===== src/rtl/gf2irr_pkg.sv =====
// Shared constants, state encoding and control/status structs for the GF(2) irreducibility test.
package gf2irr_pkg;

   localparam int POLY_WIDTH = 32;
   // Input word is 32 bits wide, so only the low min(POLY_WIDTH, 32) bits can matter.
   localparam int DATA_W  = (POLY_WIDTH < 32) ? POLY_WIDTH : 32;
   localparam int DEG_W   = $clog2(DATA_W);
   localparam int TRIAL_W = DATA_W / 2 + 1;
   localparam int TDEG_W  = $clog2(DATA_W / 2 + 1);
   localparam int EXP_W   = DEG_W + 1;

   typedef enum logic [2:0] {
      ST_IDLE,
      ST_FIND,
      ST_LOAD,
      ST_DIV,
      ST_CHECK,
      ST_DONE
   } state_type;

   typedef struct packed {
      logic load_input;
      logic deg_shift;
      logic init_trial;
      logic load_div;
      logic div_step;
      logic next_trial;
   } cmd_type;

   typedef struct packed {
      logic p_le1;
      logic msb_set;
      logic div_last;
      logic hit;
      logic last_trial;
   } sts_type;

endpackage


===== src/rtl/gf2irr_dpath.sv =====
// Datapath: degree scan, trial divisor sequencing and bit-serial shift-and-XOR division.
module gf2irr_dpath
   import gf2irr_pkg::*;
(
   input  logic        clock,
   input  logic        reset,
   input  logic [31:0] poly_value,
   input  cmd_type     cmd,
   output sts_type     sts
);

   logic [DATA_W-1:0]  poly_ff,  poly_in;
   logic [DATA_W-1:0]  scan_ff,  scan_in;
   logic [DEG_W-1:0]   deg_ff,   deg_in;
   logic [TRIAL_W-1:0] trial_ff, trial_in;
   logic [TRIAL_W-1:0] ttop_ff,  ttop_in;
   logic [TDEG_W-1:0]  tdeg_ff,  tdeg_in;
   logic [DATA_W-1:0]  rem_ff,   rem_in;
   logic [DATA_W-1:0]  quo_ff,   quo_in;
   logic [DATA_W-1:0]  div_ff,   div_in;
   logic [DEG_W-1:0]   idx_ff,   idx_in;

   logic [TRIAL_W:0]   trial_p1;
   logic               deg_wrap;
   logic [EXP_W-1:0]   deg_p1;
   logic [EXP_W-1:0]   lim_exp;
   logic [DEG_W-1:0]   shamt;
   logic               qbit;

   always_comb begin
      trial_p1 = {1'b0, trial_ff} + (TRIAL_W + 1)'(1);
      // trial + 1 is the next power of two: divisor degree steps up
      deg_wrap = (trial_p1 == {ttop_ff, 1'b0});
      deg_p1   = {1'b0, deg_ff} + EXP_W'(1);
      lim_exp  = {1'b0, deg_p1[EXP_W-1:1]} + EXP_W'(1);
      shamt    = deg_ff - DEG_W'(tdeg_ff);
      qbit     = rem_ff[idx_ff];

      sts.p_le1      = (poly_ff[DATA_W-1:1] == '0);
      sts.msb_set    = scan_ff[DATA_W-1];
      sts.div_last   = (idx_ff == DEG_W'(tdeg_ff));
      sts.hit        = (rem_ff == '0) && (quo_ff[DATA_W-1:1] != '0);
      sts.last_trial = deg_wrap && ((EXP_W'(tdeg_ff) + EXP_W'(1)) == lim_exp);
   end

   always_comb begin
      poly_in  = poly_ff;
      scan_in  = scan_ff;
      deg_in   = deg_ff;
      trial_in = trial_ff;
      ttop_in  = ttop_ff;
      tdeg_in  = tdeg_ff;
      rem_in   = rem_ff;
      quo_in   = quo_ff;
      div_in   = div_ff;
      idx_in   = idx_ff;

      if (cmd.load_input) begin
         poly_in = poly_value[DATA_W-1:0];
         scan_in = poly_value[DATA_W-1:0];
         deg_in  = DEG_W'(DATA_W - 1);
      end
      if (cmd.deg_shift) begin
         scan_in = {scan_ff[DATA_W-2:0], 1'b0};
         deg_in  = deg_ff - DEG_W'(1);
      end
      if (cmd.init_trial) begin
         trial_in = TRIAL_W'(2);
         ttop_in  = TRIAL_W'(2);
         tdeg_in  = TDEG_W'(1);
      end
      if (cmd.load_div) begin
         rem_in = poly_ff;
         quo_in = '0;
         // divisor aligned so its top bit sits at the polynomial's degree
         div_in = {{(DATA_W - TRIAL_W){1'b0}}, trial_ff} << shamt;
         idx_in = deg_ff;
      end
      if (cmd.div_step) begin
         rem_in = qbit ? (rem_ff ^ div_ff) : rem_ff;
         quo_in = {quo_ff[DATA_W-2:0], qbit};
         div_in = {1'b0, div_ff[DATA_W-1:1]};
         idx_in = idx_ff - DEG_W'(1);
      end
      if (cmd.next_trial) begin
         trial_in = trial_p1[TRIAL_W-1:0];
         if (deg_wrap) begin
            ttop_in = {ttop_ff[TRIAL_W-2:0], 1'b0};
            tdeg_in = tdeg_ff + TDEG_W'(1);
         end
      end
   end

   always_ff @(posedge clock) begin
      poly_ff  <= poly_in;
      scan_ff  <= scan_in;
      deg_ff   <= deg_in;
      trial_ff <= trial_in;
      ttop_ff  <= ttop_in;
      tdeg_ff  <= tdeg_in;
      rem_ff   <= rem_in;
      quo_ff   <= quo_in;
      div_ff   <= div_in;
      idx_ff   <= idx_in;
   end

   a_step_in_range: assert property (@(posedge clock) disable iff (reset)
      cmd.div_step |-> (idx_ff >= DEG_W'(tdeg_ff)))
      else $error("division step below divisor degree");

   a_div_aligned: assert property (@(posedge clock) disable iff (reset)
      cmd.div_step |-> div_ff[idx_ff])
      else $error("divisor top bit not aligned with current bit");

   a_trial_fits: assert property (@(posedge clock) disable iff (reset)
      cmd.load_div |-> (DEG_W'(tdeg_ff) <= deg_ff))
      else $error("trial divisor degree exceeds polynomial degree");

endmodule


===== config.mk =====
export PLATFORM = sky130hd
export DESIGN_NAME = gf2irr_dpath
export DESIGN_NICKNAME = d
export VERILOG_FILES = /design/src/rtl/gf2irr_pkg.sv /design/src/rtl/gf2irr_dpath.sv
export SDC_FILE = /design/constraint.sdc
export NUM_CORES = 1
export LEC_CHECK = 0
export ABC_AREA = 1
export BUFFER_PORTS_ARGS = -buffer_cell sky130_fd_sc_hd__buf_2
export CAP_MARGIN = 30
export CORE_ASPECT_RATIO = 1.1
export CORE_MARGIN = 2
export CORE_UTILIZATION = 40
export CTS_CLUSTER_DIAMETER = 80
export DETAILED_ROUTE_END_ITERATION = 10
export GPL_TIMING_DRIVEN = 1
export MAX_ROUTING_LAYER = met4
export PLACE_DENSITY = 0.53
export REMOVE_ABC_BUFFERS = 1
export SLEW_MARGIN = 20
export SYNTH_ARGS = -nofsm -noshare
export SYNTH_HDL_FRONTEND = slang
export SYNTH_SLANG_ARGS = --single-unit

===== constraint.sdc =====
create_clock -name clock -period 7.05 [get_ports clock]
set_input_delay 1.0575 -clock clock [delete_from_list [all_inputs] [get_ports clock]]
set_output_delay 1.0575 -clock clock [all_outputs]
set_load 0.03 [all_outputs]

======== Word level (Yosys, flattened, before mapping) ========
Cells that the tools add are included.
cells by class
  $add $sub $neg .......................... 8
  $lt $le $gt $ge ......................... 1
  eq/ne operators ......................... 4
  shifts and indexed selects .............. 1
  mux-type cells .......................... 23
  bitwise gates (word level) .............. 1
  reduce and logical (&&, ||, !) cells .... 9
operators with widths
  cell                   count
  $mux 32                7
  $mux 17                5
  $mux 31                2
  $mux 5                 7
  $logic_not 32->1       1
  $shl 17x5->32          1
  $xor 32x32->32         1
  $logic_not 31->1       1
  $reduce_bool 31->1     1
  $add 17x1->18 const B  1
  $add 5x1->6 const B    3
  $eq 18x18->1           1
  $sub 5x1->5 const B    2
  $eq 6x6->1             1
  $lt 5x6->1 const B     1
  $reduce_bool 2->1      3
  $add 5x1->5 const B    1
  $bmux 1 s5             1
  $eq 5x5->1             1
  $sub 5x5->5            1
  $logic_and 1x1->1      2
  $ne 2x1->1 const B     1
  $reduce_and 2->1       1
  $mux 1                 1
storage, ports and cells
  flip-flop bits (word level) ............. 209
  input bits .............................. 40
  output and inout bits ................... 5
  word-level logic and storage cells ...... 59

======== Depth between registers and ports, before layout ========
  depth in word-level cells ............... 4
  gate-level depth with buffers ........... 16
  gate-level depth less buffers ........... 16

======== Worst setup path before layout ========
No wires, ideal clock.
  path kind ............................... input to register
  start ................................... input port cmd[1] in the netlist's numbering
  end ..................................... register rem_ff[0] (enable)
  arrival ................................. 3.751 ns
  path slack .............................. 2.833 ns
  cell stages on the path ................. 3
  cells stage by stage .................... clkbuf_1 > clkbuf_1 > o21ai_0
between the ends
  longest elaborated chain between the ends .. 2
  elaborated cells between the ends (all ways) .. 3
  those cells by class .................... 1 x eq/ne; 2 x reduce/logical
ends and longest elaborated chain
  what                                                                     line                 source
  from (decl)                                                              gf2irr_dpath.sv:8    input cmd_type cmd,
  $ne 2x1->1 (no source line) / $reduce_bool 2->1 (equally long branches)  n/a
  $reduce_and 2->1 (no source line) *                                      n/a
  to (signal assigned)                                                     gf2irr_dpath.sv:101  rem_ff <= rem_in;
  to (decl)                                                                gf2irr_dpath.sv:18   logic [DATA_W-1:0] rem_ff, rem_in;
Every way passes the cells marked *; elsewhere a longest branch is shown, timed or not.
A chain may end at the register's enable or synchronous reset.

==> results.json <==
{
  "synth_edf_count": 185,
  "grtUsageTotal_pct": 19.0,
  "io-pin-count": 45,
  "path_clk_slew_ns": 0.06,
  "drc": 0,
  "grt_max_degree": 105,
  "die_area_um2": 29400,
  "die_w_um": 164,
  "grt_pass1_vias": 8228,
  "p_sw_share_pct": 26.7,
  "fin_ws_ns": 2.91,
  "power_leakage_uw": 0.00523,
  "drive_gt1_share_pct": 7.75,
  "power_density_nw_per_um2": 263,
  "synth_cell_types": 38,
  "crit_chain": "ha_1 > nand3_1 > nor2_1 > nand3_1 > nand2_1 > nand2_1 > nand2_1 > nand2_1 > nor2_1 > nand2_1 > nor2_1 > inv_1 > nor2_1 > buf_2",
  "worst_slew_pin_slew_ns": 0.902,
  "gp_congestion": 0.914,
  "async_flop_share_pct": 0,
  "grt_pass1_wl_um": 44000,
  "netlist_instances": 1306,
  "placed_cells": 1661,
  "critPathSlowestCell": "edfxtp_1",
  "cp_common_cell": "nand2_1",
  "crit_path_start": "trial_ff[0]",
  "nFillCells": 2798,
  "setup_viol_count_final": 0,
  "syn_area_um2": 11200,
  "slew_headroom_pct": 39.8,
  "post-route-period-util_pct": 58.7,
  "ys_seq_area_share_pct": 53.8,
  "crit_buf_inv": 2,
  "initial_core_util_pct": 40.5,
  "clock_sinks": 209,
  "r2r-start": "deg_ff[0]",
  "status": "finished, final reports clean",
  "post_cts_buffers": 0,
  "hpwlAfterDp_um": 19000,
  "routedWlPerCell_um": 15.8,
  "synth_top_area_share_pct": 49.5,
  "diodes": 0,
  "yosysMostFrequentCell": "nand2_1",
  "end_kind": "output pin",
  "p_int_uw": 2410,
  "ys.flop_type": "edfxtp_1",
  "cp_max_fo": 7,
  "rsz0062_at_grt": "no",
  "tns_ns": 0,
  "detail-route-antenna-nets": 0,
  "final_cells": 1705,
  "ys_top_cells_by_area": "edfxtp_1, nand2_1, o21ai_0, dfxtp_1, nand3_1",
  "ys_ff_latch": 209,
  "syn_to_final_growth_pct": 11.6,
  "routed_via_density": 5.09,
  "port_buffers": 43,
  "clock_latency_ns": 0.53,
  "die_h_um": 180,
  "cp.arrival_ns": 3.08,
  "cts_root_buffer": "clkbuf_16",
  "routed_wl_um": 26900,
  "cts_hold_buf": 0,
  "hold_path.class": "register to register",
  "drt_pass1_iterations": 5,
  "netlist.top_cell.by_area": "edfxtp_1",
  "hold_viol_final": 0,
  "start_kind": "register",
  "drtIter0Drc": 746,
  "nNetsFinal": 1375,
  "pwr-share-seq_pct": 48.4,
  "critPathMaxStageDelay_ns": 0.48,
  "p_comb_share_pct": 13.0,
  "maxCapViolCount": 0,
  "power.net_switching_uw": 879,
  "core_area_um2": 27700,
  "antenna_found_initial": 0,
  "hp-start": "ttop_ff[0]",
  "critical-path-top-delay-family": "simple AND/OR/NAND/NOR gates",
  "vias": 8671,
  "peakVddDrop_uv": 188,
  "cts.path.max_buffers": 3,
  "path_class": "register to output pin",
  "h-tree-depth": 1,
  "avgSynthCellArea_um2": 8.59,
  "finClkSkew_ns": 0.0176,
  "synth_common_cells": "nand2_1, edfxtp_1, nor2_1, o21ai_0, inv_1",
  "std_cell_rows": 64,
  "yosys_warnings": 0,
  "cts_tree": "yes",
  "required_ns": 5.99,
  "pre_cts_slack_ns": 3.35,
  "slew_violations": 0,
  "numCtsBuffers": 24,
  "post_cts_resized": 0,
  "fmax_mhz": 241,
  "grt_remaining_overflow": 0,
  "min_period_ns": 4.14,
  "power_frac_clock_pct": 38.6
}
## flip-flops by register name, indices dropped and copies added (netlist names)
register	count
div_ff	32
poly_ff	32
quo_ff	32
rem_ff	32
scan_ff	32
trial_ff	17
ttop_ff	17
deg_ff	5
idx_ff	5
tdeg_ff	5
## layout by cell type (no fill, tap or decap), drive strengths merged
master / netlist / layout
o22a: 6 / 6
ha: 10 / 10
o21bai: 1 / 1
clkbuf: 52 / 33
a21oi: 19 / 19
xnor3: 3 / 3
a21o: 2 / 2
edfxtp: 185 / 185
nor3: 4 / 4
bufinv: 0 / 3
buf: 9 / 53
fa: 1 / 1
dfxtp: 24 / 24
nand3: 95 / 95
o31ai: 5 / 5
nor2: 126 / 126
clkinv: 3 / 11
or2: 3 / 3
inv: 115 / 115
o21ai: 136 / 136
o22ai: 12 / 12
xnor2: 39 / 39
xor2: 12 / 12
nor4: 23 / 23
o2111ai: 1 / 1
and2: 3 / 3
nand2: 383 / 383
mux2i: 7 / 7
o21a: 1 / 1
a31oi: 7 / 7
nand4: 18 / 18
o211ai: 1 / 1
## stage by stage
step,cell area [µm²],utilization (%),total power (µW),hold WS [ns]
CTS,12500,45.2,3330,0.461
global placement,11700,42.3,2040,0.448
global route,12500,45.2,3450,0.479
finish,12500,45.2,3290,0.457
detailed placement,11700,42.3,2050,0.450
floorplan,11000,-,1890,0.433
## worst min-delay path, delay by kind of cell (launching register included)
| family | cells | cell delay (ns) |
|---|---|---|
| DFF | 1 | 0.31 |
| buffers and inverters | 1 | 0.04 |
| and+or+nand+nor | 1 | 0.07 |
## metal layers
layer | track usage, % | share of wire [%] | vias up
met4 | 5.05 | 2.8 | 0
li1 | - | - | 4435
met3 | 2.22 | 3.7 | 44
met5 | - | 0 | -
met1 | 26.7 | 48 | 4029
met2 | 29.3 | 46 | 163
## power groups by stage
| stage | sequential [µW] | combinational, µW | clock, µW |
|---|---|---|---|
| finish | 1590 | 430 | 1270 |
| CTS | 1590 | 432 | 1310 |
| floorplan | 1580 | 303 | 0 |
| detailed placement | 1610 | 431 | 0 |
| global placement | 1610 | 424 | 0 |
| global route | 1610 | 493 | 1350 |
## worst paths after layout
check / endpoint / slack (ns) / cells after the start
max: sts[0] / 2.91 / 14
min: ttop_ff[0] / 0.46 / 2
max reg2reg: div_ff[31] / 3.31 / 12
min reg2reg: ttop_ff[0] / 0.46 / 2
## cells by family (layout without fill, tap and decap cells)
logic type | count (synthesis) | count (layout) | share of synthesized area [%]
AOI/OAI and AO/OA | 191 | 191 | 9.19
xor gates and xnor gates | 54 | 54 | 4.58
adders and majority gates | 11 | 11 | 1.29
buffers and inverters | 179 | 215 | 6.18
DFF | 209 | 209 | 53.8
muxes | 7 | 7 | 0.624
and+or+nand+nor | 655 | 655 | 24.4
## final cells by class
| class | instances | area, µm² | area share, % |
|---|---|---|---|
| clock buffer | 33 | 654 | 5.22 |
| clock inverter | 11 | 145 | 1.16 |
| inverter | 118 | 443 | 3.53 |
| multi-input combinational | 918 | 4500 | 35.9 |
| sequential | 209 | 6040 | 48.2 |
| tap | 363 | 454 | 3.62 |
| timing repair buffer | 53 | 298 | 2.38 |
(Power assumes the default switching activity.)
